--- src/hdl/omni_wheel_drive_mixer_macros.svh ---
// assertion helpers shared by the mixer modules
`ifndef OMNI_WHEEL_DRIVE_MIXER_MACROS_SVH
`define OMNI_WHEEL_DRIVE_MIXER_MACROS_SVH

// same-cycle implication, checked out of reset
`define OWM_ASSERT_IMP(lbl, clk, rstn, ante, cons) \
    lbl: assert property (@(posedge clk) disable iff (!(rstn)) (ante) |-> (cons)) \
        else $error("owm assertion failed");

// next-cycle implication, checked out of reset
`define OWM_ASSERT_NXT(lbl, clk, rstn, ante, cons) \
    lbl: assert property (@(posedge clk) disable iff (!(rstn)) (ante) |=> (cons)) \
        else $error("owm assertion failed");

`endif

--- src/hdl/owm_pkg.sv ---
`default_nettype none

package owm_pkg;

    localparam int ROOT_W = 16;
    localparam int RAD_W  = 2 * ROOT_W;
    localparam int REM_W  = ROOT_W + 2;
    localparam int CELLS  = ROOT_W;
    localparam int DIAG_W = 10;
    localparam int WHEELS = 4;

    localparam logic [15:0] GAIN_RESET = 16'd52429;
    localparam logic [15:0] INV_SQRT2  = 16'd46341;
    localparam logic [16:0] ONE_Q16    = 17'd65536;
    localparam logic [15:0] S_FULL     = 16'd10000;
    localparam logic [18:0] BASE_MUL   = 19'd429496;
    localparam logic [8:0]  FRAC_MUL   = 9'd456;
    localparam logic [22:0] RECIP_625  = 23'd6871948;
    localparam logic [12:0] FRAC_MAX   = 13'd7296;
    localparam logic [25:0] RECIP_100  = 26'd42949673;
    localparam logic [24:0] Q_SAT      = 25'd6553600;
    localparam logic [15:0] DUTY_MAX   = 16'hFFFF;

    typedef struct packed {
        logic                          sat;
        logic [WHEELS-1:0][DIAG_W-1:0] diag;
        logic [7:0]                    z;
    } t_lane;

    typedef struct packed {
        logic [RAD_W-1:0]  rad;
        logic [ROOT_W-1:0] root;
        logic [REM_W-1:0]  rem;
    } t_sqrt;

endpackage

`default_nettype wire

--- src/hdl/owm_wheel.sv ---
`default_nettype none
`include "omni_wheel_drive_mixer_macros.svh"

module owm_wheel (
    input  wire                 i_clk,
    input  wire                 i_rst_n,
    input  wire                 i_en,
    input  wire                 i_valid,
    input  wire [31:0]          i_kr,
    input  wire signed [25:0]   i_rw,
    input  wire signed [9:0]    i_diag,
    input  wire [15:0]          i_gain,
    output logic                o_valid,
    output logic [15:0]         o_duty,
    output logic                o_reverse
);

    logic signed [42:0] n_kd;
    logic signed [42:0] w_cmd;
    logic signed [42:0] w_abs;
    logic               w_neg;
    logic [56:0]        w_p;
    logic [24:0]        w_q;
    logic [48:0]        w_dq;

    logic               r_vb, r_vc, r_vd, r_ve, r_vf;
    logic signed [42:0] r_kd;
    logic signed [41:0] r_rot;
    logic [40:0]        r_mag;
    logic               r_rev_c, r_rev_d, r_rev_e, r_rev_f;
    logic [32:0]        r_ph;
    logic [39:0]        r_pl;
    logic [22:0]        r_q;
    logic               r_qsat;
    logic [15:0]        r_duty;
    logic [31:0]        w_lo;
    logic [31:0]        w_q32;

    // stage b: translation term
    assign n_kd = $signed({1'b0, i_kr}) * i_diag;

    // stage c: wheel command, sign and magnitude
    assign w_cmd = r_kd + {r_rot[41], r_rot};
    assign w_neg = w_cmd[42];
    assign w_abs = w_neg ? -w_cmd : w_cmd;

    // stage e: product / 2^32, then saturate check
    assign w_p = {r_ph, 24'd0} + {17'd0, r_pl};
    assign w_q = w_p[56:32];

    // stage f: / 100 by reciprocal
    assign w_dq = {26'd0, r_q} * {23'd0, owm_pkg::RECIP_100};

    always_ff @(posedge i_clk) begin
        if (!i_rst_n) begin
            r_vb <= 1'b0;
            r_vc <= 1'b0;
            r_vd <= 1'b0;
            r_ve <= 1'b0;
            r_vf <= 1'b0;
        end else if (i_en) begin
            r_vb <= i_valid;
            r_vc <= r_vb;
            r_vd <= r_vc;
            r_ve <= r_vd;
            r_vf <= r_ve;
        end
    end

    always_ff @(posedge i_clk) begin
        if (i_en) begin
            r_kd    <= n_kd;
            r_rot   <= $signed({i_rw, 16'd0});
            r_mag   <= w_abs[40:0];
            r_rev_c <= w_neg || (w_cmd == '0);
            r_ph    <= {16'd0, r_mag[40:24]} * {17'd0, i_gain};
            r_pl    <= {16'd0, r_mag[23:0]} * {24'd0, i_gain};
            r_rev_d <= r_rev_c;
            r_q     <= w_q[22:0];
            r_qsat  <= (w_q >= owm_pkg::Q_SAT);
            r_rev_e <= r_rev_d;
            r_duty  <= r_qsat ? owm_pkg::DUTY_MAX : w_dq[47:32];
            r_rev_f <= r_rev_e;
        end
    end

    assign o_valid   = r_vf;
    assign o_duty    = r_duty;
    assign o_reverse = r_rev_f;

    // duty is the floored quotient of the scaled magnitude by 100 when not saturated
    assign w_lo  = {16'd0, r_duty} * 32'd100;
    assign w_q32 = {9'd0, r_q};

    `OWM_ASSERT_NXT(a_div_lo, i_clk, i_rst_n, r_ve && i_en && !r_qsat, w_lo <= $past(w_q32))
    `OWM_ASSERT_NXT(a_div_hi, i_clk, i_rst_n, r_ve && i_en && !r_qsat, $past(w_q32) < w_lo + 32'd100)

endmodule

`default_nettype wire

--- config.mk ---
export PLATFORM = sky130hd
export DESIGN_NAME = owm_wheel
export DESIGN_NICKNAME = d
export VERILOG_FILES = /design/src/hdl/owm_pkg.sv /design/src/hdl/owm_wheel.sv
export VERILOG_INCLUDE_DIRS = /design/src /design/src/hdl
export SDC_FILE = /design/constraint.sdc
export NUM_CORES = 2
export LEC_CHECK = 0
export BUFFER_PORTS_ARGS = -buffer_cell sky130_fd_sc_hd__buf_2
export CAP_MARGIN = 20
export CORE_AREA = 2 2 289 291
export DETAILED_ROUTE_END_ITERATION = 10
export DIE_AREA = 0 0 291 293
export GPL_ROUTABILITY_DRIVEN = 0
export HOLD_SLACK_MARGIN = 0.12
export PLACE_DENSITY = 0.77
export SYNTH_ARGS = -nofsm -noshare
export SYNTH_HDL_FRONTEND = slang
export SYNTH_SLANG_ARGS = --single-unit
--- constraint.sdc ---
create_clock -name i_clk -period 8.8 [get_ports i_clk]
set_clock_uncertainty 0.05 [all_clocks]
set_input_delay 1.76 -clock i_clk [delete_from_list [all_inputs] [get_ports i_clk]]
set_output_delay 1.76 -clock i_clk [all_outputs]
set_load 0.02 [all_outputs]
==> results.cfg <==
[outcome]
status = completed

[setup_path]
cpLargestDelayFamily = adder cells
crit_path_max_incr_delay_ps = 550
path_max_fanout = 16
critPathCaptureType = flop
critPathLaunchType = primary input
cp_num_cells = 23
cpMostUsedCell = fa_1
r2r_cells = 20
regToRegSetupSlack_ps = 1000
slowest_stage = fa_1
r2r_end = o_duty[12]$_SDFFCE_PP1P_
cp_cell_sequence = buf_2, buf_4, nand2_1, fa_1, fa_1, fa_1, inv_1, fa_1, fa_1, inv_1, fa_1, inv_1, ha_1, o21ai_0, a211oi_1, and3b_1, a2bb2oi_1, nand3_1, o2111a_1, a41oi_2, o31ai_1, o21ai_1, xnor2_1
worst-path-buf-inv = 5
path_class = in -> reg
worstReg2RegStart = r_q[3]$_DFFE_PP_
crit_required_ps = 9040
worstPathArrival_ps = 8170

[detailed_routing]
dr_total_vias = 33957
routed-wl-met3_mm = 9.323
drt-total-wl_mm = 108.1
wl_per_cell_um = 17.59
drt_iter0_markers = 2139
drt_pre_antenna_iters = 8
routed_via_density = 5.523
drc_errors = 0
wl_met1_mm = 42.99
top_layer = met5
ant_nets = 0
met2_length_mm = 53.09

[clock_tree]
cts_root_buffer = clkbuf_16
clk_latency_ps = 580
postCtsSetupBuffers = 0
post_cts_resized = 0
cts_buffers = 25
cts_tree = yes
cts_max_level = 1
numClockSinks = 208
clk_path_buf_depth = 3
clk_pin_slew_ps = 60
hold_buffers = 0

[global_route]
grt_overflow = 0
grt_pass1_vias = 36947
grt_max_degree = 104
antenna_found_initial = 2
grt_pass1_wl_mm = 182.4
track_usage_pct = 26.53

[synth]
synth_fp_nets = 6717
synth_area_mm2 = 0.04889
synthCells = 5079
synth.most_common_cell = inv_1
synth-seq-area-share_pct = 12.67
synth_cell_types = 78
synth_area_leaders = fa_1, ha_1, edfxtp_1
synth-seq-cells = 208
synth_warnings = 0
synth_top_flop_cell = edfxtp_1
synth_top_area_share_pct = 38.74
synth_enable_flop_cells = 203
synth_common_cells = inv_1, fa_1, nand2_1
synth_area_leader_cell = fa_1
postSynth.asyncResetShare_pct = 0
syn_avg_cell_area_um2 = 9.625

[final_layout]
layout-drive-gt1-share_pct = 4.057
num-nets-final = 6697
syn_to_final_growth_pct = 4.609
diodes = 0

[sta]
tns_ps = 0
finalCriticalPeriod_ps = 7931
setup_viol = 0
hold_viol_final = 0
slew-limit-headroom_pct = 39.65
max_freq_mhz = 126.1
finalMaxSlewViolations = 0
rsz0062_at_grt = no
fin_crit_sh_pct = 90.13
tightest_slew_ps = 905.2

[worst_hold_path]
hp-start = r_rev_d$_DFFE_PP_
hold_class = reg -> reg
min_to = r_rev_e$_DFFE_PP_
whs_path_depth = 0

[floorplan]
num_rows = 105
die-height_um = 293
core_mm2 = 0.08185
start_util_pct = 59.73
dieArea_mm2 = 0.08526
ios = 106
die_x_um = 291

[run]
maxCapViolations = 0

[placed_design]
portBuffers = 105
dp_hpwl_mm = 89.51
-- worst reg2reg max path, stage by stage (launching register included) --
cell and delay (ps):
edfxtp_1 710, fa_1 610, fa_1 520, inv_1 60
fa_1 560, fa_1 450, fa_1 540, inv_1 50
fa_1 510, fa_1 430, ha_1 320, a2111oi_0 350
o21ai_0 200, a21oi_1 500, o41ai_1 180, buf_4 200
a21o_1 200, o21a_1 210, o21ai_0 220, or3b_2 470
a21o_1 200
-- cells in the final DEF, fill, tap and decap left out, types with 30 or more instances in the layout --
| master | count |
|---|---|
| a21oi_1 | 120 |
| buf_4 | 30 |
| xnor2_1 | 114 |
| buf_2 | 104 |
| xor2_1 | 58 |
| inv_1 | 1195 |
| o21ai_0 | 73 |
| nand2b_1 | 39 |
| and2_1 | 415 |
| ha_1 | 604 |
| edfxtp_1 | 203 |
| nand2_1 | 606 |
| fa_1 | 946 |
| a21o_1 | 64 |
| nor2_1 | 109 |
-- layout make-up --
type | count | area (um^2)
clock inverter | 20 | 197.7
sequential | 208 | 6196
tap | 1070 | 1339
fill | 6649 | 30710
inverter | 1196 | 4489
timing repair buffer | 136 | 780.7
clock buffer | 26 | 629.4
multi-input combinational | 3492 | 37510
-- metal layers --
layer / vias up / GRT usage, %
met5: - / 0
met4: 4 / 6.812
met3: 203 / 5.620
met2: 1202 / 45.69
met1: 17055 / 34.25
li1: 15493 / -
-- metrics by stage --
stage / util, % / area [um^2] / std cells / worst slack, ps / hold WS [ps]
after floorplan: - / 48890 / 5079 / 700.3 / 350.3
after global placement: 61.47 / 50310 / 6102 / 482.5 / 354.9
after detailed placement: 61.47 / 50310 / 6102 / 377.3 / 358.9
after CTS: 62.48 / 51140 / 6148 / 891.1 / 374.6
after global routing: 62.48 / 51140 / 6148 / 482.3 / 377.1
final: 62.48 / 51140 / 6148 / 868.7 / 370.8
-- worst max path at each step --
stage                     startpoint                 end  slack, ps
final                      i_gain[2]  r_pl[38]$_DFFE_PP_        870
after global routing       i_gain[2]  r_pl[39]$_DFFE_PP_        480
after CTS                  i_gain[1]  r_pl[37]$_DFFE_PP_        890
after detailed placement   i_gain[2]  r_pl[38]$_DFFE_PP_        380
after global placement     i_gain[2]  r_pl[38]$_DFFE_PP_        480
after floorplan            i_gain[1]  r_pl[37]$_DFFE_PP_        700
-- flip-flops by register name (all words and copies together), names as in the netlist, 16 cells and up --
name / flops
r_kd: 43
r_mag: 41
r_pl: 16
o_duty: 16
r_q: 23
r_rot: 26
r_ph: 33
-- cell families after synthesis --
kind of cell	count (synthesis)	synth area share, %
buf+inv	1379	10.60
simple gates	1342	13.66
compound gates	420	5.618
fa+ha+maj	1550	54.20
mux	8	0.1638
xor+xnor	172	3.082
flops	208	12.67
Power is left out: the tool's default activity adds up to more than one toggle a clock period on the data nets, which glitch-free logic cannot reach.
