===== src/hdl/omni_wheel_drive_mixer_macros.svh =====
// assertion helpers shared by the mixer modules
`ifndef OMNI_WHEEL_DRIVE_MIXER_MACROS_SVH
`define OMNI_WHEEL_DRIVE_MIXER_MACROS_SVH

// same-cycle implication, checked out of reset
`define OWM_ASSERT_IMP(lbl, clk, rstn, ante, cons) \
    lbl: assert property (@(posedge clk) disable iff (!(rstn)) (ante) |-> (cons)) \
        else $error("owm assertion failed");

// next-cycle implication, checked out of reset
`define OWM_ASSERT_NXT(lbl, clk, rstn, ante, cons) \
    lbl: assert property (@(posedge clk) disable iff (!(rstn)) (ante) |=> (cons)) \
        else $error("owm assertion failed");

`endif


===== src/hdl/owm_pkg.sv =====
`default_nettype none

package owm_pkg;

    localparam int ROOT_W = 16;
    localparam int RAD_W  = 2 * ROOT_W;
    localparam int REM_W  = ROOT_W + 2;
    localparam int CELLS  = ROOT_W;
    localparam int DIAG_W = 10;
    localparam int WHEELS = 4;

    localparam logic [15:0] GAIN_RESET = 16'd52429;
    localparam logic [15:0] INV_SQRT2  = 16'd46341;
    localparam logic [16:0] ONE_Q16    = 17'd65536;
    localparam logic [15:0] S_FULL     = 16'd10000;
    localparam logic [18:0] BASE_MUL   = 19'd429496;
    localparam logic [8:0]  FRAC_MUL   = 9'd456;
    localparam logic [22:0] RECIP_625  = 23'd6871948;
    localparam logic [12:0] FRAC_MAX   = 13'd7296;
    localparam logic [25:0] RECIP_100  = 26'd42949673;
    localparam logic [24:0] Q_SAT      = 25'd6553600;
    localparam logic [15:0] DUTY_MAX   = 16'hFFFF;

    typedef struct packed {
        logic                          sat;
        logic [WHEELS-1:0][DIAG_W-1:0] diag;
        logic [7:0]                    z;
    } t_lane;

    typedef struct packed {
        logic [RAD_W-1:0]  rad;
        logic [ROOT_W-1:0] root;
        logic [REM_W-1:0]  rem;
    } t_sqrt;

endpackage

`default_nettype wire


===== src/hdl/owm_prep.sv =====
`default_nettype none
`include "omni_wheel_drive_mixer_macros.svh"

module owm_prep (
    input  wire                          i_clk,
    input  wire                          i_rst_n,
    input  wire                          i_en,
    input  wire                          i_valid,
    input  wire signed [7:0]             i_axis_x,
    input  wire signed [7:0]             i_axis_y,
    input  wire signed [7:0]             i_axis_z,
    output logic                         o_valid,
    output owm_pkg::t_lane               o_lane,
    output logic [owm_pkg::RAD_W-1:0]    o_rad
);

    logic signed [8:0]  w_xn;
    logic signed [8:0]  w_y9;
    logic signed [9:0]  w_x10;
    logic signed [9:0]  w_xn10;
    logic signed [9:0]  w_y10;
    logic signed [17:0] w_xsq;
    logic signed [17:0] w_ysq;
    logic signed [17:0] w_s;

    owm_pkg::t_lane     n_lane1;
    owm_pkg::t_lane     n_lane2;
    logic [22:0]        n_frac2;
    logic [32:0]        n_base2;
    logic [45:0]        w_recip;
    logic [32:0]        n_rad4;

    logic               r_v1, r_v2, r_v3, r_v4;
    logic [15:0]        r_s1;
    owm_pkg::t_lane     r_lane1, r_lane2, r_lane3, r_lane4;
    logic [22:0]        r_frac2;
    logic [32:0]        r_base2, r_base3;
    logic [12:0]        r_q3;
    logic [31:0]        r_rad4;

    // stage 1: negate x, squares and the four diagonal sums
    assign w_xn   = -$signed({i_axis_x[7], i_axis_x});
    assign w_y9   = $signed({i_axis_y[7], i_axis_y});
    assign w_x10  = $signed({{2{i_axis_x[7]}}, i_axis_x});
    assign w_xn10 = $signed({w_xn[8], w_xn});
    assign w_y10  = $signed({{2{i_axis_y[7]}}, i_axis_y});
    assign w_xsq  = w_xn * w_xn;
    assign w_ysq  = w_y9 * w_y9;
    assign w_s    = w_xsq + w_ysq;

    always_comb begin
        n_lane1.sat     = 1'b0;
        n_lane1.diag[0] = w_x10 + w_y10;
        n_lane1.diag[1] = w_x10 - w_y10;
        n_lane1.diag[2] = w_xn10 - w_y10;
        n_lane1.diag[3] = w_xn10 + w_y10;
        n_lane1.z       = i_axis_z;
    end

    // stick on or past the unit circle
    always_comb begin
        n_lane2     = r_lane1;
        n_lane2.sat = (r_s1 >= owm_pkg::S_FULL);
    end

    // stage 2: s * 2^28 / 625 split as integer part and fraction numerator
    assign n_frac2 = {9'd0, r_s1[13:0]} * {14'd0, owm_pkg::FRAC_MUL};
    assign n_base2 = {19'd0, r_s1[13:0]} * {14'd0, owm_pkg::BASE_MUL};

    // stage 3: fraction numerator / 625 by reciprocal
    assign w_recip = {23'd0, r_frac2} * {23'd0, owm_pkg::RECIP_625};

    // stage 4: radicand
    assign n_rad4 = r_base3 + {20'd0, r_q3};

    always_ff @(posedge i_clk) begin
        if (!i_rst_n) begin
            r_v1 <= 1'b0;
            r_v2 <= 1'b0;
            r_v3 <= 1'b0;
            r_v4 <= 1'b0;
        end else if (i_en) begin
            r_v1 <= i_valid;
            r_v2 <= r_v1;
            r_v3 <= r_v2;
            r_v4 <= r_v3;
        end
    end

    always_ff @(posedge i_clk) begin
        if (i_en) begin
            r_s1         <= w_s[15:0];
            r_lane1      <= n_lane1;
            r_lane2      <= n_lane2;
            r_frac2      <= n_frac2;
            r_base2      <= n_base2;
            r_lane3      <= r_lane2;
            r_q3         <= w_recip[44:32];
            r_base3      <= r_base2;
            r_lane4      <= r_lane3;
            r_rad4       <= n_rad4[31:0];
        end
    end

    assign o_valid = r_v4;
    assign o_lane  = r_lane4;
    assign o_rad   = r_rad4;

    `OWM_ASSERT_IMP(a_frac_range, i_clk, i_rst_n, r_v3 && !r_lane3.sat, r_q3 < owm_pkg::FRAC_MAX)

endmodule

`default_nettype wire


===== config.mk =====
export PLATFORM = sky130hd
export DESIGN_NAME = owm_prep
export DESIGN_NICKNAME = d
export VERILOG_FILES = /design/src/hdl/owm_pkg.sv /design/src/hdl/owm_prep.sv
export VERILOG_INCLUDE_DIRS = /design/src /design/src/hdl
export SDC_FILE = /design/constraint.sdc
export NUM_CORES = 1
export LEC_CHECK = 0
export BUFFER_PORTS_ARGS = -buffer_cell sky130_fd_sc_hd__buf_2
export CAP_MARGIN = 10
export CORE_ASPECT_RATIO = 0.7
export CORE_MARGIN = 1
export CORE_UTILIZATION = 60
export DETAILED_ROUTE_END_ITERATION = 8
export GPL_TIMING_DRIVEN = 1
export HOLD_SLACK_MARGIN = 0.06
export PLACE_DENSITY = 0.89
export SLEW_MARGIN = 20
export SYNTH_ARGS = -nofsm -noshare
export SYNTH_HDL_FRONTEND = slang
export SYNTH_SLANG_ARGS = --single-unit

===== constraint.sdc =====
create_clock -name i_clk -period 13.55 [get_ports i_clk]
set_input_delay 0.6775 -clock i_clk [delete_from_list [all_inputs] [get_ports i_clk]]
set_output_delay 0.6775 -clock i_clk [all_outputs]
set_load 0.01 [all_outputs]

==> results of run 1 <==
==> final cells by class <==
cell class                      count  area, sq um
Inverter                          614         2300
Sequential cell                   314         9390
Clock buffer                       32          758
Multi-Input combinational cell   1507        17400
Tap cell                          655          820
Clock inverter                     24          256
Timing Repair Buffer              110          576
Fill cell                        3373        16400
==> metrics by stage <==
stage / instances / utilization, % / hold WS (ns) / setup slack [ns] / instance area (sq um)
after floorplan: 2452 / - / 0.400 / 7.08 / 29200
after global placement: 3200 / 63.7 / 0.400 / 6.62 / 30500
after detailed placement: 3200 / 63.7 / 0.405 / 6.40 / 30500
after CTS: 3256 / 65.8 / 0.232 / 6.70 / 31500
after global routing: 3256 / 65.8 / 0.236 / 6.35 / 31500
final: 3256 / 65.8 / 0.261 / 6.64 / 31500
==> per-layer routing <==
layer	GRT usage [%]	vias to the layer above	wire length (microns)
met1	36.9	8790	26600
li1	-	8165	-
met2	41.0	674	28400
met3	5.63	92	5010
met4	4.16	0	1020
met5	0	-	0
==> synthesized netlist by cell type, types with 3 or more instances <==
master	number
fa_1	385
nor2_1	100
nor2b_1	12
inv_1	611
and2_1	19
o21ai_0	46
xnor2_1	96
dfxtp_1	4
a31oi_1	5
edfxtp_1	310
or2_2	7
and3_1	13
a21oi_1	76
ha_1	434
nand4_1	4
a22o_1	4
o21bai_1	14
o21a_1	7
a31o_2	3
a211oi_1	9
a311oi_1	4
o211ai_1	4
a21boi_0	7
nand2_1	78
nand4b_1	3
buf_4	5
mux2i_1	6
nor3_1	18
xor2_1	43
nand2b_1	12
clkbuf_1	11
o2111ai_1	3
or3_1	7
a211o_1	3
nand3_1	27
a21o_1	19
==> flip-flops by register name, summed over array words and instances, names as in the netlist <==
register,flops
o_rad,32
o_valid,1
r_q3,13
r_frac2,19
o_lane,44
r_v1,1
r_s1,16
r_lane2,44
r_base2,28
n_lane2,42
r_lane3,44
r_v3,1
r_base3,28
r_v2,1
==> cell families (layout without fill, tap and decap cells) <==
logic type	Yosys count	after routing	synth area share [%]
AO/OA/AOI/OAI	228	228	5.13
multiplexers	8	8	0.283
flip-flops	314	314	32.1
adder cells (fa/ha/maj)	819	819	45.0
buffers and inverters	631	780	8.17
AND/OR/NAND/NOR	312	312	5.08
XOR/XNOR	140	140	4.22
==> cells in the final DEF, fill, tap and decap left out, types with 7 or more instances in the layout <==
| cell | Yosys | layout |
|---|---|---|
| clkbuf_16 | 0 | 30 |
| fa_1 | 385 | 385 |
| a21o_1 | 19 | 19 |
| nor2_1 | 100 | 100 |
| and3_1 | 13 | 13 |
| a21oi_1 | 76 | 76 |
| clkinv_2 | 0 | 8 |
| and2_1 | 19 | 19 |
| nor2b_1 | 12 | 12 |
| xnor2_1 | 96 | 96 |
| buf_2 | 0 | 108 |
| a21boi_0 | 7 | 7 |
| edfxtp_1 | 310 | 310 |
| nand3_1 | 27 | 27 |
| nor3_1 | 18 | 18 |
| ha_1 | 434 | 434 |
| xor2_1 | 43 | 43 |
| nand2_1 | 78 | 78 |
| or2_2 | 7 | 7 |
| nand2b_1 | 12 | 12 |
| o21ai_0 | 46 | 46 |
| inv_1 | 611 | 611 |
| a211oi_1 | 9 | 9 |
| o21bai_1 | 14 | 14 |
| o21a_1 | 7 | 7 |
| or3_1 | 7 | 7 |
==> critical path, delay by kind of cell, from the launching register on <==
family / cells / cell delay [ns]
AND/OR/NAND/NOR: 2 / 0.29
buffers and inverters: 4 / 0.34
XOR/XNOR: 1 / 0.13
adder cells (fa/ha/maj): 8 / 3.75
AO/OA/AOI/OAI: 5 / 1.64
flip-flops: 1 / 0.52
==> worst max path at each step <==
stage | startpoint | to | slack, ns | cells past startpoint
after CTS | r_frac2[20] | r_q3[5] | 6.70 | 17
after global placement | i_axis_x[1] | r_s1[14] | 6.62 | 25
after detailed placement | i_axis_x[1] | r_s1[14] | 6.40 | 25
after floorplan | i_axis_x[1] | r_s1[15] | 7.08 | 24
after global routing | r_frac2[21] | r_q3[5] | 6.35 | 23
final | r_frac2[8] | r_q3[5] | 6.64 | 20
==> metrics.txt, run 1 <==
Layout Area Growth over Synthesis=7.97%; Async SR Flop Fraction=0%; die area=49,600 sq um; global-route wire length before repair=roughly 99 mm; num rows=67; worst reg2reg path depth=20; vias in the first global route=19,000; # setup viols final=0; Post-Syn Instances=2,452; Slowest cell on crit path=a2111oi_1; Main synth FF type=edfxtp_1; largest net degree at the start of global routing=around 190; max cap viols=0; postcts setup bufs=0; Yosys cell types=69; Ant. Diodes=0; synth warn=0; layout cell share with drive strength beyond 1=7.27%; mapped cell area=roughly 29,000 sq um; status=finished, final reports clean; PortBufs=between 100 and 150; Slew HR=34.7%; worst hold stages=1; Post-synth EDFFs=310; via count=17,700; CTS tree=done; setup TNS=0 ns; reg2reg end=r_q3[5]; worst hold-check path type=in2reg; initial antenna violation count=0; crit-path cells=ha_1 > inv_1 > fa_1 > fa_1 > inv_1 > fa_1 > fa_1 > inv_1 > fa_1 > inv_1 > fa_1 > ha_1 > nand2_1 > o21ai_0 > a2111oi_0 > a2111oi_1 > nor3_1 > o21bai_1 > a21oi_1 > xnor2_1; syn nets=3,299; FMAX=~0.14 GHz; gr ovfl total=0; Slew Viols, Final=0; WHS Endpoint=n_lane2[0]; DRT antenna net count=0; gpl congestion=0.953; #FFs+latches synth=roughly 310; r2r startpoint=r_frac2[8]; Initial DRC Count=between 1,000 and 1,500; TritonRoute pass-1 iters=8; Skew-Pair Late Insertion Delay=0.59 ns; Final Hold Violating Endpoints=0; cell taking the most area after synthesis=edfxtp_1; Critical Path Sink Type=flop; Die Span X=around 270 microns; # H-tree levels=1; kind of critical path=reg2reg; Clock Root Buffer=clkbuf_16; Die H=187 microns; Hold Startpoint=i_axis_z[0]; share of Yosys cell area claimed by the top area cell type=between 30% and 40%; overall routing resource usage=25.7%; DR WL/cell=18.7 microns; post-cts hold buffer count=0; RSZ-0062 raised after global routing=no; Seq/Total Area, Yosys=32.1%; critical-path maximum fanout=5; ranking of synthesized cells by area=edfxtp_1 32%, fa_1 26%, ha_1 19%, inv_1 7.9%, xnor2_1 2.9%; io pins=110; CP startpoint kind=flop; Final #Nets=3,424; CP required=approximately 14 ns; largest stage delay on the critical path=0.81 ns; total wire length=61.0 mm; R2R Setup Slk=6.64 ns; Tmin final=6.91 ns; Sink Count=314; final period utilization=between 50 and 60%; CP Data Arrival Time=slightly above 7 ns; most frequent CP cell=fa_1; clock buffer depth=3; Core Region=48,000 sq um; Slew @ Worst Pin=slightly below 1 ns; Post-CTS Resized=0; Post-DP HPWL=49.6 mm; TritonCTS Buffers=30; mean post-synth cell area=11.9 sq um; drt drc=0; clk slew on worst S/H paths=about 0.070 ns; Clock Skew=0.0247 ns; initial core utilization=60.9%; vias per inst=approximately 5.4
Power of run 1 is not shown: default switching activity piles up to over one toggle a cycle in this logic, so the estimate is an artifact.
==> run 2, diff against run 1 <==
--- a/config.mk
+++ b/config.mk
@@ -10,7 +10,7 @@
 export CAP_MARGIN = 10
 export CORE_ASPECT_RATIO = 0.7
 export CORE_MARGIN = 1
-export CORE_UTILIZATION = 60
+export CORE_UTILIZATION = 58
 export DETAILED_ROUTE_END_ITERATION = 8
 export GPL_TIMING_DRIVEN = 1
 export HOLD_SLACK_MARGIN = 0.06
==> constraint.sdc (replaced) <==
create_clock -name i_clk -period 6.2 [get_ports i_clk]
set_input_delay 0.31 -clock i_clk [delete_from_list [all_inputs] [get_ports i_clk]]
set_output_delay 0.31 -clock i_clk [all_outputs]
set_load 0.01 [all_outputs]
==> run 2 against run 1 <==
Core utilization up 1.7 points. Maximum frequency up 12%. Clock skew down 0.0054 ns. First-iteration DRC count down 2.2%. Register-to-register slack worse by 6.6 ns. Critical path type unchanged. Highest routed layer unchanged.
==> metrics.txt, run 2 (synthesis results as in run 1) <==
commonest non-fill, non-tap cell in the layout=inv_1; CP required=6.53 ns (-7.36 ns); Core Region=49,500 sq um (+3.3%); CP Data Arrival Time=6.52 ns (-0.73 ns); DR WL/cell=19.4 microns (+3.3%); PortBufs=109 (unchanged); TritonCTS Buffers=31 (+3.3%); max cap viols=0 (unchanged); most frequent CP cell=fa_1; clk slew on worst S/H paths=0.07 ns (about the same); total wire length=66.7 mm (+9.3%); Slew @ Worst Pin=1.06 ns (+0.0799 ns); Die Span X=270 microns (+1.7%); clock buffer depth=3 (unchanged); most frequent cells in the layout=603 x inv_1, 411 x ha_1, 371 x fa_1, 310 x edfxtp_1, 161 x buf_4; layout cell share with drive strength beyond 1=15.1% (+7.9 points); Bufs and invs on worst path=4 (unchanged); CP top delay family=adder cells; Die H=190 microns (+1.7%); kind of critical path=reg2reg; Multi-input gate area=17,900 sq um (+2.7%); largest stage delay on the critical path=0.54 ns (-0.27 ns); Clock Skew=0.0193 ns (-0.00537 ns); Slew HR=29.4% (-5.3 points); setup TNS=0 ns (unchanged); Final Hold Violating Endpoints=0 (unchanged); # setup viols final=0 (unchanged); Sink Count=314 (unchanged); Reg area=9390 sq um (unchanged); num rows=68 (+1.5%); Skew-Pair Late Insertion Delay=0.59 ns (about the same); Post-DP HPWL=53.7 mm (+8.4%); global-route wire length before repair=105 mm (+5.5%); initial antenna violation count=0 (unchanged); critical-path maximum fanout=4 (-1); R2R Setup Slk=0.01 ns (-6.63 ns); Tmin final=6.19 ns (-0.723 ns); Critical Path Sink Type=flop; initial core utilization=59.0% (-1.9 points); vias in the first global route=19,500 (+2.9%); worst reg2reg path depth=20 (unchanged); TritonRoute pass-1 iters=6 (-2); Final #Nets=3,603 (+5.2%); gpl congestion=0.951 (-0.20%); status=finished, final reports clean; die area=51,300 sq um (+3.4%); CP startpoint kind=flop; total stage count of the critical path=20 (unchanged); FMAX=0.162 GHz (+12%); post-route cell area=33,400 sq um (+5.9%); CTS tree=done; Slew Viols, Final=0 (unchanged); Ant. Diodes=0 (unchanged); io pins=110 (unchanged); worst hold stages=1 (unchanged); DP Area=31,600 sq um (+3.6%); drt drc=0 (unchanged); filler instances=3,462 (+2.6%); Slowest cell on crit path=fa_1; DRT antenna net count=0 (unchanged); via count=18,600 (+5.1%); Initial DRC Count=1,379 (-2.2%); vias per inst=5.40 (-0.74%); Clock Root Buffer=clkbuf_16; overall routing resource usage=26.5% (+0.81 points); Layout Area Growth over Synthesis=14.4%; crit-path cells=buf_4 > fa_1 > inv_1 > fa_1 > fa_2 > fa_1 > inv_1 > fa_2 > fa_2 > fa_1 > ha_4 > o21ai_2 > a2111oi_4 > nand4bb_1 > o2111ai_2 > buf_6 > a311oi_4 > o31ai_4 > a21oi_2 > xnor2_1; final period utilization=99.8% (+49 points); gr ovfl total=0 (unchanged); # H-tree levels=1 (unchanged); worst hold-check path type=in2reg; RSZ-0062 raised after global routing=yes; largest net degree at the start of global routing=191 (-0.52%)
[run 2: changes by cell type in the layout (fill, tap and decap cells not counted), sizes merged]
cell	previous run	this run
dlygate4sd3	0	10
clkbuf	32	31
buf	110	278
clkinv	15	19
bufinv	4	2
inv	618	619
[run 2: repair_timing]
item	4_1_cts	5_1_grt
resized for setup	38	47
pin swaps	23	37
buffers inserted	9	19
hold buffers	10	0
endpoints found under the setup margin	5	15
endpoints found under the hold margin	12	0
[run 2: path summary, 6_finish.rpt]
kind,start,endpoint
setup / recovery,r_frac2[13],r_q3[12]
setup reg to reg,r_frac2[13],r_q3[12]
hold reg to reg,r_lane2[22],r_lane3[22]
hold / removal,i_en,o_lane[3]
[run 2: layout make-up]
type,instances,area share [%]
Multi-Input combinational cell,1507,53.6
Sequential cell,314,28.1
Inverter,614,6.90
Timing Repair Buffer,288,5.88
Tap cell,665,2.49
Clock buffer,31,2.32
Clock inverter,27,0.734
[run 2: per-layer routing]
metal / GRT usage (%) / share of wire [%]
met1: 39.6 / 46
met2: 39.8 / 44
met3: 6.37 / 8.2
met4: 4.85 / 1.8
met5: 0 / 0
[run 2: stage by stage]
| stage | utilization, % | cells | hold WS, ns | worst slack [ns] |
|---|---|---|---|---|
| finish | 67.5 | 3446 | 0.123 | 0.0147 |
| global route | 67.5 | 3446 | 0.123 | -0.198 |
| CTS | 66.7 | 3429 | 0.0997 | -0.0177 |
| detailed placement | 63.8 | 3352 | 0.405 | -0.266 |
| global placement | 63.8 | 3352 | 0.400 | -0.137 |
| floorplan | - | 2452 | 0.400 | 0.0444 |
Power of run 2 is left out for the same reason.
