==> src/hdl/omni_wheel_drive_mixer_macros.svh <==
// assertion helpers shared by the mixer modules
`ifndef OMNI_WHEEL_DRIVE_MIXER_MACROS_SVH
`define OMNI_WHEEL_DRIVE_MIXER_MACROS_SVH

// same-cycle implication, checked out of reset
`define OWM_ASSERT_IMP(lbl, clk, rstn, ante, cons) \
    lbl: assert property (@(posedge clk) disable iff (!(rstn)) (ante) |-> (cons)) \
        else $error("owm assertion failed");

// next-cycle implication, checked out of reset
`define OWM_ASSERT_NXT(lbl, clk, rstn, ante, cons) \
    lbl: assert property (@(posedge clk) disable iff (!(rstn)) (ante) |=> (cons)) \
        else $error("owm assertion failed");

`endif

==> src/hdl/owm_pkg.sv <==
`default_nettype none

package owm_pkg;

    localparam int ROOT_W = 16;
    localparam int RAD_W  = 2 * ROOT_W;
    localparam int REM_W  = ROOT_W + 2;
    localparam int CELLS  = ROOT_W;
    localparam int DIAG_W = 10;
    localparam int WHEELS = 4;

    localparam logic [15:0] GAIN_RESET = 16'd52429;
    localparam logic [15:0] INV_SQRT2  = 16'd46341;
    localparam logic [16:0] ONE_Q16    = 17'd65536;
    localparam logic [15:0] S_FULL     = 16'd10000;
    localparam logic [18:0] BASE_MUL   = 19'd429496;
    localparam logic [8:0]  FRAC_MUL   = 9'd456;
    localparam logic [22:0] RECIP_625  = 23'd6871948;
    localparam logic [12:0] FRAC_MAX   = 13'd7296;
    localparam logic [25:0] RECIP_100  = 26'd42949673;
    localparam logic [24:0] Q_SAT      = 25'd6553600;
    localparam logic [15:0] DUTY_MAX   = 16'hFFFF;

    typedef struct packed {
        logic                          sat;
        logic [WHEELS-1:0][DIAG_W-1:0] diag;
        logic [7:0]                    z;
    } t_lane;

    typedef struct packed {
        logic [RAD_W-1:0]  rad;
        logic [ROOT_W-1:0] root;
        logic [REM_W-1:0]  rem;
    } t_sqrt;

endpackage

`default_nettype wire

==> src/hdl/owm_sqrt_cell.sv <==
`default_nettype none
`include "omni_wheel_drive_mixer_macros.svh"

module owm_sqrt_cell (
    input  wire                 i_clk,
    input  wire                 i_rst_n,
    input  wire                 i_en,
    input  wire                 i_valid,
    input  owm_pkg::t_lane      i_lane,
    input  owm_pkg::t_sqrt      i_sq,
    output logic                o_valid,
    output owm_pkg::t_lane      o_lane,
    output owm_pkg::t_sqrt      o_sq
);

    logic                          r_valid;
    owm_pkg::t_lane                r_lane;
    owm_pkg::t_sqrt                r_sq;
    owm_pkg::t_sqrt                n_sq;
    logic [owm_pkg::REM_W+1:0]     w_acc;
    logic [owm_pkg::REM_W+1:0]     w_trial;
    logic [owm_pkg::REM_W+1:0]     w_diff;
    logic                          w_ge;
    logic [owm_pkg::REM_W-1:0]     w_rem_lim;

    // one root bit per cell: bring down two radicand bits, try (root << 2) | 1
    assign w_acc   = {i_sq.rem, i_sq.rad[owm_pkg::RAD_W-1 -: 2]};
    assign w_trial = {2'b00, i_sq.root, 2'b01};
    assign w_ge    = (w_acc >= w_trial);
    assign w_diff  = w_acc - w_trial;

    always_comb begin
        n_sq.rad  = {i_sq.rad[owm_pkg::RAD_W-3:0], 2'b00};
        n_sq.root = {i_sq.root[owm_pkg::ROOT_W-2:0], w_ge};
        n_sq.rem  = w_ge ? w_diff[owm_pkg::REM_W-1:0] : w_acc[owm_pkg::REM_W-1:0];
    end

    always_ff @(posedge i_clk) begin
        if (!i_rst_n) begin
            r_valid <= 1'b0;
        end else if (i_en) begin
            r_valid <= i_valid;
        end
    end

    always_ff @(posedge i_clk) begin
        if (i_en) begin
            r_lane <= i_lane;
            r_sq   <= n_sq;
        end
    end

    assign o_valid = r_valid;
    assign o_lane  = r_lane;
    assign o_sq    = r_sq;

    // remainder never exceeds twice the partial root
    assign w_rem_lim = {1'b0, r_sq.root, 1'b0};

    `OWM_ASSERT_IMP(a_rem_bound, i_clk, i_rst_n, r_valid, r_sq.rem <= w_rem_lim)

endmodule

`default_nettype wire

==> config.mk <==
export PLATFORM = sky130hd
export DESIGN_NAME = owm_sqrt_cell
export DESIGN_NICKNAME = d
export VERILOG_FILES = /design/src/hdl/owm_pkg.sv /design/src/hdl/owm_sqrt_cell.sv
export VERILOG_INCLUDE_DIRS = /design/src /design/src/hdl
export SDC_FILE = /design/constraint.sdc
export NUM_CORES = 1
export LEC_CHECK = 0
export BUFFER_PORTS_ARGS = -buffer_cell sky130_fd_sc_hd__buf_2
export CORE_UTILIZATION = 49
export DETAILED_ROUTE_END_ITERATION = 8
export PLACE_DENSITY_LB_ADDON = 0.15
export SETUP_SLACK_MARGIN = 0.1
export SYNTH_ARGS = -nofsm -noshare
export SYNTH_HDL_FRONTEND = slang
export SYNTH_SLANG_ARGS = --single-unit
==> constraint.sdc <==
create_clock -name i_clk -period 4.8 [get_ports i_clk]
set_clock_uncertainty 0.2 [all_clocks]
set_input_delay 0.96 -clock i_clk [delete_from_list [all_inputs] [get_ports i_clk]]
set_output_delay 0.96 -clock i_clk [all_outputs]
set_load 0.02 [all_outputs]
==> run summary, run 1 <==
The flow ran to the end, and the final reports show no timing, DRC or antenna violations. After clock tree synthesis, the flow added hold-fix buffers numbering 0. The count of buffers added by post-CTS timing repair for setup is 0.

Grouping stages by cell kind, the critical path spends the most delay in compound AO/OA/AOI/OAI gates. The cell count of the worst reg-to-reg path was 2; the data arrival time of the worst path was 3280 ps. The post-synth design cell area is 4630 um2, and the ratio of routed vias to standard cells is 4.89. TritonCTS built the clock tree.

The effective utilization at floorplan was 50.3%. The worst-case register-to-register setup slack was 3980 ps; the fraction of the yosys area taken by sequential cells was 73.8%. The tree is rooted in a clkbuf_8. Summing all non-filler instances in the final layout gives an area of 6500 um2. The number of antenna diodes in the final layout is 0. The number of flops mapped to enable cells by yosys is 113. The logs give 70.7% for the final core area utilization and 341 ps for the smallest hold slack. Synthesis instantiated 45 different standard cells from the library. The worst register-to-register path ends at o_valid$_SDFFE_PN0P_. The run gives 0 as the post-route DRC violation count. After detailed placement, the total cell area comes to 5900 um2. Timing analysis after detailed placement gives a worst setup slack of 1060 ps. At the worst endpoint, the required time is 4850 ps.

The start point of the worst min-delay path was o_valid$_SDFFE_PN0P_. Of the cells placed in the final design, the portion with a size suffix greater than 1 is 55.2%. Power spread over the standard cell area amounts to 449 nW/um2.

The logs give 0 for the number of antenna violations at the first check in global routing and 653 for the post-layout net count. The worst hold endpoint is o_valid$_SDFFE_PN0P_. The run gives 0 as the count of final setup violators. The startpoint class of the critical path was an input port. Setup repair after global routing left no endpoint under its margin. Wires add up to 10400 um. Number of hold-slack violations in the final timing report: 0. Clock latency on the worst-skew pair, taken at its later pin, is 500 ps. The floorplan step set the die width to 99.2 um. For the global placement routability congestion, the log shows 0.767. Entering global routing, the biggest net connects 58 pins. The run gives 0 as the number of violations of the max-capacitance limit. The dominant synthesized flop cell is edfxtp_1. In this run, synthesis produced a sequential element count of 114.

The floorplan has 35 rows. The tools report the number of global-route vias before repair as 2936. Ranked by total cell area, the synthesized netlist is headed by edfxtp_1, ha_1, xnor2_1, mux2_4, mux2_2. The floorplan step defined a die boundary enclosing 9830 um2. Clock-pin slew was measured on the worst setup and hold paths at 60 ps. Of all flip-flops after synthesis, the portion carrying an async set or reset was 0%. For the quantity of gates resized following cts, the log shows 0. At the pin with the least slew margin, the transition time is 752 ps. Relative to the synthesized area, the layout overhead comes to 40.5%. For this block, the initial DRC count from the detailed router was 141.

The largest single stage delay on the critical path is 620 ps. The height of the chip is 99.2 um, and the largest fanout on the critical path is 19. The run gives 9200 um2 as the core outline area. In this run the tightest slew margin relative to its limit is 49.6%. Walking the worst path, the cells encountered are buf_2 > inv_1 > ha_1 > a21oi_1 > o21bai_1 > a311oi_2 > nor2b_2 > o21ai_4 > mux2_2. In the final routed layout, each cell accounts on average for 16.2 um. The filler cells instantiated in the layout total 648. The area share of the largest cell type after synthesis is 73.4%, and the post-layout minimum cycle time is 3230 ps. During synthesis, Yosys emitted a total of 0 warnings. The first global-routing pass estimated 15300 um of wire.

In this run the critical register-to-register path is launched from o_valid$_SDFFE_PN0P_. Summed over all cells, the static leakage comes to 2.89 nW. Together, buffers and inverters on the worst path number 2. Number of buffers on the longest clock path: 2.

After layout, the worst setup slack is 1570 ps. The run gives 17 as the number of CTS-inserted buffers. The category of the worst setup path capture point was a flop. For the final routed database, the setup TNS stands at 0 ps.

The slowest stage cell on the critical path was o21ai_4. The number of stages on the worst hold path was 2; the number of max-slew violations in the final report was 0. The tightest min-delay check is of the flop to flop type. The classification of the worst setup path is input port to flop. The clock drives 114 sinks. A synthesized cell averages 17.3 um2. Synthesis produced a netlist whose cell count is 267. The highest clock frequency the design can meet was 310 MHz.

The H-tree generated during clock tree synthesis spans 4 levels. For this run the aggregate overflow at the end of global routing stands at 0. For the remaining antenna violation count, the log shows 0. The wire-length estimate of the detail-placed layout is 7830 um. The count of buffers inserted at the top-level ports works out to 232.

The cell type contributing the most total cell area after synthesis is edfxtp_1. Pin placement for this block handled 235 I/O pins. For the maximum vdd ir drop, the log shows 0.000262 V. The routed layout has 3131 vias. The final clock period utilization by the worst path was 67.3%. For this run, the total global-route usage over all layers was measured as 21.2%.

Before antenna repair, the detailed router went through 4 iterations.
-- tightest hold or removal path: cells and delay by family (launching register included) --
kind	cells	cell delay (ps)
multiplexers	1	70
AND/OR/NAND/NOR	1	110
flip-flops	1	320
-- worst max-delay path by stage --
stage / startpoint / to / cells after the start
4_1_cts: i_sq[25] / o_sq[5]$_DFFE_PP_ / 9
3_3_place_gp: i_sq[21] / o_sq[9]$_DFFE_PP_ / 10
5_1_grt: i_sq[21] / o_sq[3]$_DFFE_PP_ / 10
3_5_place_dp: i_sq[25] / o_sq[7]$_DFFE_PP_ / 9
6_report: i_sq[25] / o_sq[5]$_DFFE_PP_ / 9
2_1_floorplan: i_sq[18] / o_sq[10]$_DFFE_PP_ / 10
-- routing by layer --
metal	vias to the layer above	global-route usage (%)	wire length, um
met2	134	37.1	5580
met1	1470	24.3	3860
met3	11	6.61	805
met5	-	0	0
li1	1516	-	-
met4	0	8.48	142
-- where the power goes --
| group | switching [W] | internal (W) | total [W] |
|---|---|---|---|
| Combinational | 0.000274 | 0.000182 | 0.000456 |
| Clock | 0.000447 | 0.000794 | 0.00124 |
| Sequential | 0.0000201 | 0.00120 | 0.00122 |
| Total | 0.000741 | 0.00218 | 0.00292 |
-- logic make-up (layout without fill, tap and decap cells) --
kind of cell               after synthesis  in the layout  synth area share [%]
muxes                                   18             18                  4.90
adders and majority gates               18             18                  4.87
other                                    1              2                0.0811
AOI/OAI and AO/OA                       40             40                  6.90
and+or+nand+nor                         35             35                  3.73
xor gates and xnor gates                17             17                  3.22
DFF                                    114            114                  73.8
buffers and inverters                   24            285                  2.52
-- flip-flops by register name, summed over array words and instances, names as in the netlist --
signal,flops
o_lane,49
o_sq,64
o_valid,1
-- synthesized netlist by cell type (2+ instances only) --
master    count
edfxtp_1    113
inv_1        19
ha_1         18
xnor2_1      13
a21oi_1      10
nand2_1      10
nor2_1       10
mux2_2        9
mux2_4        7
xor2_1        4
o21a_1        3
o21ai_0       3
o21ai_1       3
a211oi_2      2
a21oi_2       2
a31oi_1       2
and3_1        2
buf_2         2
buf_4         2
mux2i_1       2
nand2b_1      2
nand3_1       2
nand4_1       2
nor2b_1       2
nor3_1        2
o21bai_1      2
-- area by class of cell --
type                       instances  area, um2  share of cell area, %
sequential                       114       3410                   52.5
timing repair buffer             234       1180                   18.1
multi-input combinational        130       1100                   16.9
clock buffer                      17        414                   6.37
clock inverter                    15        181                   2.79
tap                              111        139                   2.14
inverter                          19       71.3                   1.10
-- cells in the final DEF, fill, tap and decap left out, types with 2 or more instances in the layout --
cell type	n
buf_2	231
a31oi_1	2
clkbuf_16	16
clkinv_2	2
buf_4	3
mux2_4	7
inv_6	3
nor2b_1	2
nand4_1	2
o21bai_1	2
edfxtp_1	113
a21oi_2	2
o21ai_1	3
nor3_1	2
nand2b_1	2
nand2_1	10
a211oi_2	2
inv_1	19
xor2_1	4
a21oi_1	10
o21ai_0	3
xnor2_1	13
mux2_2	9
nor2_1	10
nand3_1	2
ha_1	18
conb_1	2
o21a_1	3
bufinv_16	3
and3_1	2
mux2i_1	2
clkinv_4	5
-- through the flow --
step | cells | total power [W]
4_1_cts | 640 | 0.00295
2_1_floorplan | 268 | 0.00152
3_5_place_dp | 608 | 0.00170
6_report | 640 | 0.00292
5_1_grt | 640 | 0.00302
3_3_place_gp | 608 | 0.00169
No activity file was read; power rests on OpenSTA's default activity.
==> inputs of run 2 (changes only) <==
--- a/config.mk
+++ b/config.mk
@@ -7,7 +7,7 @@
 export NUM_CORES = 1
 export LEC_CHECK = 0
 export BUFFER_PORTS_ARGS = -buffer_cell sky130_fd_sc_hd__buf_2
-export CORE_UTILIZATION = 49
+export CORE_UTILIZATION = 45
 export DETAILED_ROUTE_END_ITERATION = 8
 export PLACE_DENSITY_LB_ADDON = 0.15
 export SETUP_SLACK_MARGIN = 0.1
==> constraint.sdc (replaced) <==
create_clock -name i_clk -period 3.3 [get_ports i_clk]
set_clock_uncertainty 0.2 [all_clocks]
set_input_delay 0.66 -clock i_clk [delete_from_list [all_inputs] [get_ports i_clk]]
set_output_delay 0.66 -clock i_clk [all_outputs]
set_load 0.02 [all_outputs]
==> run summary, run 2 (synthesized netlist as in run 1, its figures left out) <==
The leading cell type in the layout, fill and taps excluded is buf_2 (unchanged). The routed wire length is 10600 um (was 10400 um), and the post-route DRC violation count is 0 (unchanged). The global placement routability congestion is 0.769 (was 0.767), and the final global-route overflow total is 0 (unchanged). The effective utilization at floorplan was 46.9% (was 50.3%). The count of standard-cell rows is 36 (was 35), and the power density over cell area is 633 nW/um2 (was 449 nW/um2). The core outline area is 9860 um2 (was 9200 um2), and the height of the chip is 103 um (was 99.2 um). The tools report the number of violations of the max-capacitance limit as 0 (unchanged).

The logs give 84 (was 141) for the starting DRC count in detailed routing and 50.7% (was 49.6%) for the tightest slew margin relative to the limit. For the number of CTS-inserted buffers, the log shows 17 (unchanged). The final worst-path setup slack was 550 ps (was 1570 ps). The tools report the number of top-level design ports as 235 (unchanged). The critical path required time was 3350 ps (was 4850 ps).

The run finished with clean final reports. The growth of design area from synthesis to finish was 41.8% (was 40.5%). The tools report the CTS root buffer as clkbuf_8 (unchanged).

The run gives 364 MHz as the highest clock frequency the design can meet. The highest-utilization routing layer at the global route stage is met2 (unchanged). Count of buffers inserted at the top-level ports: 232 (unchanged). The logs give 661 (was 653) for the post-layout net count and 0 (unchanged) for the quantity of gates resized following cts. The logic depth of the worst setup path including buffers was 9 (unchanged). The run gives 0 (unchanged) as the post-cts hold buffer count. The slowest stage cell on the critical path is o21ai_4 (unchanged). The startpoint class of the critical path was an input port (unchanged). The number of max-slew violations in the final report was 0 (unchanged).

The ratio of routed vias to standard cells came out at 4.73 (was 4.89). Of the available clock period, the critical path in the final layout requires 83.3%. For the finished layout, the period the worst path requires is 2750 ps.

For the remaining antenna violation count, the log shows 0 (unchanged). Ordered cell list for the critical path: buf_2 > inv_1 > ha_1 > nand2_1 > o21bai_1 > a311oi_2 > nor2b_2 > o21ai_4 > mux2_2 (was buf_2 > inv_1 > ha_1 > a21oi_1 > o21bai_1 > a311oi_2 > nor2b_2 > o21ai_4 > mux2_2). TritonCTS built the clock tree. The tools report the detailed-routing iteration count for the pre-antenna-repair pass as 4 (unchanged). The maximum number of pins on one net before global-route repair was 56 (was 58). Classification of the worst setup path: input port to flop (unchanged). The sink count of the clock tree came out at 114 (unchanged).

The number of antenna violations at the first check in global routing is 0 (unchanged), and the count of buffers added by post-CTS timing repair for setup is 0 (unchanged). The cell count of the worst reg-to-reg path came out at 2 (unchanged). The logs give 123 ps (was 341 ps) for the smallest hold slack and 19.4% (was 21.2%) for the overall routing resource usage. The logs give 0 ps (unchanged) for the post-route setup TNS and 14900 um (was 15300 um) for the wire length of the first global-routing pass. The met3 usage is 9.48% (was 6.61%).

The sum of buffers and inverters on the critical path came out at 2 (unchanged). The count of final setup violators was 0 (unchanged). The category of the worst setup path capture point is a flop (unchanged). Number of hold-slack violations in the final timing report: 0 (unchanged). The number of global-route vias before repair came out at 3019 (was 2936).

The maximum vdd ir drop was 0.000374 V (was 0.000262 V). The area of the die was 10700 um2 (was 9830 um2); the estimated wirelength of the detail-placed design was 7970 um (was 7830 um). The worst setup timing slack at the placement stage was 22.0 ps (was 1060 ps); the horizontal extent of the die was 103 um (was 99.2 um). The flip-flop count of the largest register, all copies and words added is 64 (unchanged). Most used cells in the layout excluding fill and tap cells: buf_2, edfxtp_1, inv_1, ha_1, clkbuf_16 (unchanged). The worst min-delay path category is input port to flop (was flop to flop). The met1 layer usage reported by global route was 21.3% (was 24.3%); the total power was 0.00416 W (was 0.00292 W).

The CTS clock-pin slew for the worst setup and hold paths came out at 60 ps (about the same). The cell type group with the largest total delay on the critical path was compound AO/OA/AOI/OAI gates (unchanged). The tools report the number of buffers on the longest clock path as 2 (unchanged). The fraction of final layout cells sized beyond drive strength 1 works out to 55.7% (was 55.2%). The actual transition at the worst max-transition pin was 737 ps (was 752 ps); the clock latency reported for the late side of the worst-skew pair was 500 ps (about the same).

The tools report the data arrival time of the worst path as 2800 ps (was 3280 ps). Met2 routing resource usage after global routing: 31.8% (was 37.1%). Setup repair after global routing left no endpoint under its margin. The routed length per placed instance is 15.8 um (was 16.2 um). The leakage power was 2.90 nW (was 2.89 nW); the total number of vias was 3172 (was 3131). The maximum cell stage delay along the critical path is 600 ps (was 620 ps). The H-tree depth reported by CTS was 4 (unchanged). The final core area utilization was 66.5% (was 70.7%).

The largest fanout on the critical path was 19 (unchanged); the number of stages on the worst hold path was 1 (was 2).
[run 2: cell count changes in the layout (fill, tap and decap cells not counted)]
cell / delta
clkbuf_1: +1
buf_12: +1
inv_6: -2
diode_2: +1
clkinv_4: -4
clkinv_2: +2
bufinv_16: -1
buf_4: +7
clkinvlp_4: +4
[run 2: metal layers]
layer | routed length, um | part of all wire [%] | vias up
li1 | - | - | 1532
met3 | 929 | 8.8 | 12
met4 | 187 | 1.8 | 0
met2 | 5410 | 51 | 151
met1 | 4050 | 38 | 1477
met5 | 0 | 0 | -
[run 2: through the flow]
stage,cell area [um2],cells
2_1_floorplan,4630,268
5_1_grt,6560,670
3_5_place_dp,6000,638
4_1_cts,6560,670
3_3_place_gp,6000,638
6_report,6560,671
[run 2: final timing paths]
kind / from / to / slack (ps)
worst max-delay path: i_sq[26] / o_sq[7]$_DFFE_PP_ / 550
worst min-delay path: i_lane[14] / o_lane[14]$_DFFE_PP_ / 120
worst max register to register: o_valid$_SDFFE_PN0P_ / o_valid$_SDFFE_PN0P_ / 2510
worst min register to register: o_valid$_SDFFE_PN0P_ / o_valid$_SDFFE_PN0P_ / 320
[run 2: layout make-up]
class | instances | area [um2]
sequential | 114 | 3410
fill | 737 | 3300
timing repair buffer | 242 | 1250
multi-input combinational | 130 | 1100
clock buffer | 18 | 418
tap | 133 | 166
clock inverter | 14 | 139
inverter | 19 | 71.3
antenna | 1 | 2.50
[run 2: worst reg2reg max path, stage by stage (launching register included)]
cell and delay (ps):
dfxtp_1 300, mux2i_1 120, nor2b_1 60
[run 2: where the power goes]
part / leakage (nW) / switching, W / internal, W
sequential: 1.11 / 0.0000306 / 0.00175
combinational: 1.53 / 0.000398 / 0.000277
clock: 0.260 / 0.000635 / 0.00107
==> inputs of run 3 (changes only) <==
--- a/config.mk
+++ b/config.mk
@@ -7,7 +7,7 @@
 export NUM_CORES = 1
 export LEC_CHECK = 0
 export BUFFER_PORTS_ARGS = -buffer_cell sky130_fd_sc_hd__buf_2
-export CORE_UTILIZATION = 45
+export CORE_UTILIZATION = 41
 export DETAILED_ROUTE_END_ITERATION = 8
 export PLACE_DENSITY_LB_ADDON = 0.15
 export SETUP_SLACK_MARGIN = 0.1
==> constraint.sdc (replaced) <==
create_clock -name i_clk -period 2.5 [get_ports i_clk]
set_clock_uncertainty 0.2 [all_clocks]
set_input_delay 0.5 -clock i_clk [delete_from_list [all_inputs] [get_ports i_clk]]
set_output_delay 0.5 -clock i_clk [all_outputs]
set_load 0.02 [all_outputs]
==> run summary, run 3 (synthesized netlist as in run 1, its figures left out) <==
The routed wire length was 11400 um (was 10600 um). The number of hold-slack violations in the final timing report was 0 (unchanged). The H-tree depth reported by CTS is 4 (unchanged).

The logs give 47 (was 56) for the maximum number of pins on one net before global-route repair and 10900 um2 (was 9860 um2) for the core outline area. The effective utilization at floorplan came out at 42.3% (was 46.9%). The CTS root buffer is clkbuf_16 (was clkbuf_8). Number of antenna violations at the first check in global routing: 1 (was 0). The sink count of the clock tree was 114 (unchanged). The tools report the number of max-slew violations in the final report as 0 (unchanged).

TritonCTS built the clock tree. The run gives 0.000419 V (was 0.000374 V) as the maximum vdd ir drop. The worst min-delay path category was input port to flop (unchanged). The number of CTS-inserted buffers was 17 (unchanged); the area of the die was 11700 um2 (was 10700 um2).

Horizontal extent of the die: 108 um (was 103 um). The starting DRC count in detailed routing was 109 (was 84); the remaining antenna violation count was 0 (unchanged). The growth of design area from synthesis to finish came out at 56.6% (was 41.8%). The number of buffers on the longest clock path was 2 (unchanged). The run gives 715 (was 671) as the final standard cell count with taps included and fillers excluded. Setup repair after global routing could not meet its margin everywhere.

The post-route DRC violation count came out at 0 (unchanged). The post-cts hold buffer count was 0 (unchanged). The total power is 0.00575 W (was 0.00416 W), and the flip-flop count of the largest register, all copies and words added is 64 (unchanged). The number of global-route vias before repair was 3346 (was 3019). Subtracting the final worst setup slack from the clock period gives 2370 ps. Classification of the worst setup path: input port to flop (unchanged).

The overall routing resource usage is 19.2% (was 19.4%), and the count of buffers inserted at the top-level ports is 232 (unchanged). The total number of vias was 3326 (was 3172). The number of top-level design ports was 235 (unchanged); the final clock period utilization by the worst path was 95.0%. The final global-route overflow total was 0 (unchanged).

The ratio of routed vias to standard cells works out to 4.65 (was 4.73). The detailed-routing iteration count for the pre-antenna-repair pass was 4 (unchanged); the antenna diode count was 0 (was 1). The filler cell count in the final layout is 823 (was 737). Most used cells in the layout excluding fill and tap cells: buf_2, edfxtp_1, buf_4, clkbuf_16, mux2_4 (was buf_2, edfxtp_1, inv_1, ha_1, clkbuf_16). The run gives 8430 um (was 7970 um) as the estimated wirelength of the detail-placed design. The power density over cell area was 793 nW/um2 (was 633 nW/um2); the highest clock frequency the design can meet was 421 MHz.

The logs give 0.767 (was 0.769) for the global placement routability congestion and 2320 ps (was 2800 ps) for the data arrival time of the worst path. CTS clock-pin slew for the worst setup and hold paths: 50 ps (was 60 ps). The count of standard-cell rows is 38 (was 36), and the height of the chip is 108 um (was 103 um). The combined area of the multi-input logic cells is 1350 um2 (was 1100 um2). The post-layout net count is 701 (was 661), and the number of violations of the max-capacitance limit is 0 (unchanged).

The logs give 681 (was 638) for the number of instances in the placed design and 390 ps (was 500 ps) for the clock latency reported for the late side of the worst-skew pair. Startpoint class of the critical path: an input port (unchanged). The critical path required time was 2450 ps (was 3350 ps).

The wire length of the first global-routing pass came out at 16500 um (was 14900 um). The fraction of final layout cells sized beyond drive strength 1 works out to 63.8% (was 55.7%). The tools report the category of the worst setup path capture point as a flop (unchanged). The tools report the count of final setup violators as 0 (unchanged).

The routed length per placed instance is 16.0 um (was 15.8 um). The leading cell type in the layout, fill and taps excluded was buf_2 (unchanged). The largest fanout on the critical path is 5 (was 19), and the final core area utilization is 66.2% (was 66.5%). The post-route setup TNS is 0 ps (unchanged), and the register area is 3410 um2 (unchanged).

The leakage power was 3.21 nW (was 2.90 nW). The flow ran to the end, and the final reports show no timing, DRC or antenna violations.
==> run 3: cell types whose count changed in the layout (fill, tap and decap cells not counted), sizes merged <==
| cell | previous run | this run |
|---|---|---|
| clkinvlp | 5 | 2 |
| bufinv | 2 | 3 |
| diode | 1 | 0 |
| inv | 20 | 19 |
| buf | 242 | 281 |
| clkbuf | 18 | 19 |
| clkinv | 6 | 7 |
==> run 3: stage by stage <==
step / setup slack (ps) / hold WS, ps / cell area (um2)
floorplan: -195 / 389 / 4690
global placement: -581 / 294 / 6350
detailed placement: -606 / 327 / 6350
CTS: 76.2 / 58.6 / 6990
global route: 41.6 / 55.6 / 7240
finish: 125 / 77.2 / 7240
==> run 3: per-layer routing <==
| layer | up-vias | GRT usage (%) | routed length (um) |
|---|---|---|---|
| met4 | 2 | 6.46 | 87 |
| li1 | 1605 | - | - |
| met2 | 131 | 34.8 | 6060 |
| met1 | 1580 | 21.2 | 4460 |
| met5 | - | 0 | 13 |
| met3 | 8 | 6.03 | 790 |
==> run 3: power breakdown <==
part / switching (W) / internal, W / leakage, nW
clock: 0.000778 / 0.00154 / 0.279
sequential: 0.0000394 / 0.00231 / 1.11
combinational: 0.000582 / 0.000494 / 1.82
total: 0.00140 / 0.00435 / 3.21
==> run 3: final timing paths <==
path	startpoint	endpoint	slack, ps	cells past startpoint
max	i_sq[27]	o_sq[14]$_DFFE_PP_	130	10
min	i_sq[56]	o_sq[58]$_DFFE_PP_	80	1
max reg2reg	o_valid$_SDFFE_PN0P_	o_valid$_SDFFE_PN0P_	1700	2
min reg2reg	o_valid$_SDFFE_PN0P_	o_valid$_SDFFE_PN0P_	330	2
==> run 3: what timing repair did <==
item | in CTS | in global routing
gates resized for setup | 4 | 48
pin swaps | 2 | 15
gates cloned | 0 | 1
buffers inserted | 2 | 1
setup endpoints to repair | 18 | 18
==> run 3: worst max-delay path: stages <==
cell and delay (ps):
buf_2 110, inv_2 60, ha_4 210, a21o_1 200, o21bai_2 210, a311oi_2 230
nor2b_4 220, o21ai_4 100, clkbuf_16 170, mux2_4 290
==> run 3: cell type report <==
type | count | share of cell area [%]
Clock buffer | 18 | 5.92
Clock inverter | 12 | 1.97
Inverter | 19 | 1.02
Multi-Input combinational cell | 130 | 18.7
Sequential cell | 114 | 47.1
Tap cell | 140 | 2.42
Timing Repair Buffer | 282 | 22.9
